## config.mk

```make
export PLATFORM = sky130hd
export DESIGN_NAME = cta_ram
export DESIGN_NICKNAME = d
export VERILOG_FILES = /design/src/rtl/cta_pkg.sv /design/src/rtl/cta_ram.sv
export SDC_FILE = /design/constraint.sdc
export NUM_CORES = 1
export LEC_CHECK = 0
export ABC_AREA = 1
export BUFFER_PORTS_ARGS = -buffer_cell sky130_fd_sc_hd__buf_2
export CORE_ASPECT_RATIO = 0.5
export CORE_MARGIN = 5
export CORE_UTILIZATION = 45
export CTS_BUF_LIST = sky130_fd_sc_hd__clkbuf_4 sky130_fd_sc_hd__clkbuf_8
export DETAILED_ROUTE_END_ITERATION = 12
export PLACE_DENSITY = 0.69
export SETUP_SLACK_MARGIN = 0.3
export SLEW_MARGIN = 20
export SYNTH_ARGS = -nofsm -noshare
export SYNTH_HDL_FRONTEND = slang
export SYNTH_SLANG_ARGS = --single-unit
```

## constraint.sdc

```tcl
create_clock -name clk_i -period 1.3 [get_ports clk_i]
set_input_delay 0 -clock clk_i [delete_from_list [all_inputs] [get_ports clk_i]]
set_output_delay 0 -clock clk_i [all_outputs]
set_load 0.02 [all_outputs]
```

## src/rtl/cta_pkg.sv

```systemverilog
package cta_pkg;

  localparam int unsigned MaxVertices    = 1024;
  localparam int unsigned MaxCommunities = 1024;
  localparam int unsigned WeightBits     = 32;
  localparam int unsigned CntW           = 11;
  localparam int unsigned VcW            = 11;
  localparam int unsigned IdxW           = 10;
  localparam int unsigned InWW           = 31;
  localparam int unsigned OutWW          = 32;

  typedef enum logic [1:0] {
    FUNC_ASSIGN   = 2'd0,
    FUNC_MOVE     = 2'd1,
    FUNC_RENUMBER = 2'd2,
    FUNC_NOP      = 2'd3
  } func_e;

  typedef enum logic [3:0] {
    S_CLEAR,
    S_IDLE,
    S_A_WR,
    S_M_MEM,
    S_M_OLD,
    S_M_NEW,
    S_R_RD,
    S_R_WR,
    S_R_CLR,
    S_R_VRD,
    S_R_VMAP,
    S_R_VWR,
    S_DONE
  } state_e;

endpackage

```

## src/rtl/cta_ram.sv

```systemverilog
module cta_ram
  import cta_pkg::*;
#(
  parameter int unsigned DataW = 8,
  parameter int unsigned Depth = 16
) (
  input  logic                     clk_i,
  input  logic                     we_i,
  input  logic [$clog2(Depth)-1:0] waddr_i,
  input  logic [DataW-1:0]         wdata_i,
  input  logic [$clog2(Depth)-1:0] raddr_i,
  output logic [DataW-1:0]         rdata_o
);

  logic [DataW-1:0] mem [Depth];

  // Read returns the old contents when the same entry is written in that cycle.
  always_ff @(posedge clk_i) begin
    if (we_i) begin
      mem[waddr_i] <= wdata_i;
    end
    rdata_o <= mem[raddr_i];
  end

endmodule
```

* After elaboration in Yosys (flattened, before gate mapping)
Memory sizes are Yosys's and may differ from the RTL's. A register that Yosys moved wholly into a read port is not among the register bits.
Cells that the tools add are included.
W data, S select, Z words.
** Cells by class
- Add/sub/neg operators :: 0
- Multiply operators :: 0
- Divide/modulo/power cells :: 0
- Order comparisons :: 0
- Equality and inequality tests :: 0
- Shift-type cells :: 0
- Muxes and demuxes :: 2
- Bitwise operators :: 0
- Reduce and logical (&&, ||, !) cells :: 0
** Operators by type and width (count)
- $mux W1 :: 2
** Word-level totals
- Flip-flop bits (word level) :: 0
- Latch bits :: 0
- Memory bits (writable) :: 128
- Bits in read-only memories :: 0
- Input port bits :: 18
- Output and inout bits :: 8
- Logic and storage cells :: 3
- Memories :: 1
** Memories
- mem :: depth 16, bits a word 8, read ports 1, clocked after memory_dff 1, write ports 1, line cta_ram.sv:15 : logic [DataW-1:0] mem [Depth];

* Depth between registers and ports, before layout
- Word-level depth :: 2
- Gate-level depth with buffers :: 8
- Gate-level depth less buffers :: 7

* Worst setup path after synthesis
OpenSTA, ideal clock, no wires.
- Kind :: input to register
- Start :: in waddr_i[2]
- End :: mem mem[10][0], enable pin
- Arrival time :: 0.581 ns
- Required time :: 0.930 ns
- Setup slack :: 0.349 ns
- Cell stages on the path :: 2
- Cells stage by stage :: nand3b_1 -> nor2_1
** RTL lines
- start: declaration :: line cta_ram.sv:9 : input logic [$clog2(Depth)-1:0] waddr_i,
- end: declaration :: line cta_ram.sv:15
Straight into the memory's write port.

* Worst setup path in the final report
- Start :: reg rdata_o[7], read port of mem
- End :: out rdata_o[7]
** RTL lines
- start: declaration :: line cta_ram.sv:12 : output logic [DataW-1:0] rdata_o
No word-level cell between the ends.

==> out/metrics.cfg <==
[pwr]
peakVddDrop_mv=0.6579
p_leak_nw=2.955
power.density_nw_per_um2=1303
p_total_mw=8.908

[cts]
cts_tree=built
clock-root-buffer=clkbuf_8
cts_max_path_buffers=2
cts_sinks=136
post_cts_buffers=0
cts.htree.levels=4
cts_buffers=17
clock_latency_ps=440
cts.clk_slew.worst_paths_ps=70

[timing]
finalSetupViolCount=0
slew_violations=0
layout_min_cycle_time_ps=981.0
setup-tns-final_ps=0
setup_slack_ps=319.0
max_freq_mhz=1019
hold_viol=0
finalCritPeriodShare_pct=75.46
rsz0062_at_grt=true
fin_skew_ps=7.188
worst_slew_pin_slew_ps=406.9
max-slew-margin-rel_pct=72.87
holdWs_ps=126.7

[setup_path]
rr_worst_depth=6
crit_start=rdata_o[7]$_DFF_P_
rr_startpoint=mem[13][7]$_DFFE_PP_
slowest_stage=dfxtp_1
crit_chain=buf_4
crit_cells=1
critPathMaxStageDelay_ps=380
crit_arrival_ps=980
path_class=reg -> out
cp.required_ps=1300
cp_top_family=flip-flops
critPathBufInv=1
endpoint_kind=output port
startpoint_type=flip-flop
critPathMaxFanout=1

[cells_and_area]
layout-drive-gt1-share_pct=19.22
utilization_pct=54.28
final_cells=789
num-nets-final=624
fin_area_um2=6834
syn2layout_area_growth_pct=18.51
diodes=0

[min_path]
worstHoldPathType=in -> reg
min_path_cells=5
holdCritStartpoint=raddr_i[2]

[synth]
synth_top_area_share_pct=66.65
synth_seq_cells=136
synth_largest_area_cell=edfxtp_1
ys.flop_type=edfxtp_1
syn_area_um2=5767
syn_nets=569
synth_area_leaders=edfxtp_1 67%, nand2_1 11%, nand3_1 8.4%
ys_top_cells_by_count=173 x nand2_1, 128 x edfxtp_1, 100 x inv_1
synth_edf_count=128
syn_inst=551
syn_avg_cell_area_um2=10.47
yosysSeqAreaShare_pct=69.43
yosys_warnings=0
synth-async-reset-ratio_pct=0
yosysUniqueCellTypes=12
yosysMostFrequentCell=nand2_1

[grt]
grt-ovfl-total=0
grt_pass1_vias=3746
grt_pass1_wl_um=20510
antenna_found_initial=0
grt_max_degree=33
grt_usage_pct=17.97

[die]
fp.dieW_um=170.1
coreArea_um2=12590
num_rows=29
initial_utilization_pct=45.80
die_height_um=90.05
die_area_um2=15320
ios=26

[run_status]
status=finished, final reports clean

[place]
gp_congestion=0.8486
post-place-ws_ps=259.6
dp_hpwl_um=8168
post-place-cells=748
placedInstanceArea_um2=6171
port_buffers=25

[route]
ant_nets=0
vias=3923
drc=0
via_per_inst=4.972
drt_iter0_markers=340
drt-pass1-iter-count=5
drt_wl_total_um=13030
wl_per_cell_um=16.52

[job]
maxCapViolations=0

[kinds of logic (layout without fill, tap and decap cells)]
family                 Yosys count  after routing  share of synthesized area (%)
and+or+nand+nor                289            289                          21.05
buffers and inverters          126            194                          9.525
DFF                            136            136                          69.43
[routing by layer]
| layer | up-vias | share of wire (%) | global-route usage (%) |
|---|---|---|---|
| met3 | 23 | 7.3 | 5.478 |
| met1 | 1886 | 44 | 24.22 |
| met2 | 130 | 47 | 27.27 |
| met4 | 0 | 2.0 | 7.243 |
| met5 | - | 0 | 0 |
| li1 | 1884 | - | - |
[sequential cells by signal, indices dropped and copies added, names as in the netlist]
| name | flops |
|---|---|
| mem | 128 |
| rdata_o | 8 |
[area by class of cell]
type                            instances  area [um^2]
Clock inverter                         15        136.4
Sequential cell                       136         4006
Inverter                              102        382.9
Timing Repair Buffer                   60        457.9
Tap cell                              170        212.7
Fill cell                            1016         5757
Clock buffer                           17        234.0
Multi-Input combinational cell        289         1404
[worst reg2reg max path: cells and delay by family, from the launching register on]
family	cells	cell delay, ps
DFF	1	380
buffers and inverters	1	60
and+or+nand+nor	5	420
[what timing repair did]
action / 4_1_cts / 5_1_grt
resized for setup: 4 / 40
hold buffers: 8 / 1
endpoints found under the setup margin: 4 / 12
hold endpoints to repair: 116 / 11
pin swaps: 0 / 9
[layout by cell type (no fill, tap or decap)]
cell	netlist	routed
buf_2	13	21
buf_4	4	27
nand3_4	0	1
bufinv_16	0	2
buf_12	0	3
clkinv_4	0	2
nand3_1	97	61
nand3_2	0	35
nand2_1	173	172
nor2_1	17	17
clkinv_2	0	2
inv_2	2	2
edfxtp_1	128	128
dfxtp_1	8	6
nand2_2	0	1
nand3b_1	2	2
clkinvlp_4	0	4
inv_1	100	100
dlygate4sd3_1	0	9
dfxtp_2	0	2
clkbuf_8	0	17
clkinv_1	0	5
[worst paths after layout]
check | to | slack (ps)
worst max-delay path | rdata_o[7] | 320
worst min-delay path | rdata_o[6]$_DFF_P_ | 130
worst max register to register | rdata_o[7]$_DFF_P_ | 330
worst min register to register | rdata_o[3]$_DFF_P_ | 680
[power by group]
group,switching [mW],internal (mW)
registers,0.0331,4.90
logic,0.490,0.238
clock network,1.59,1.66
(Power assumes the default switching activity.)
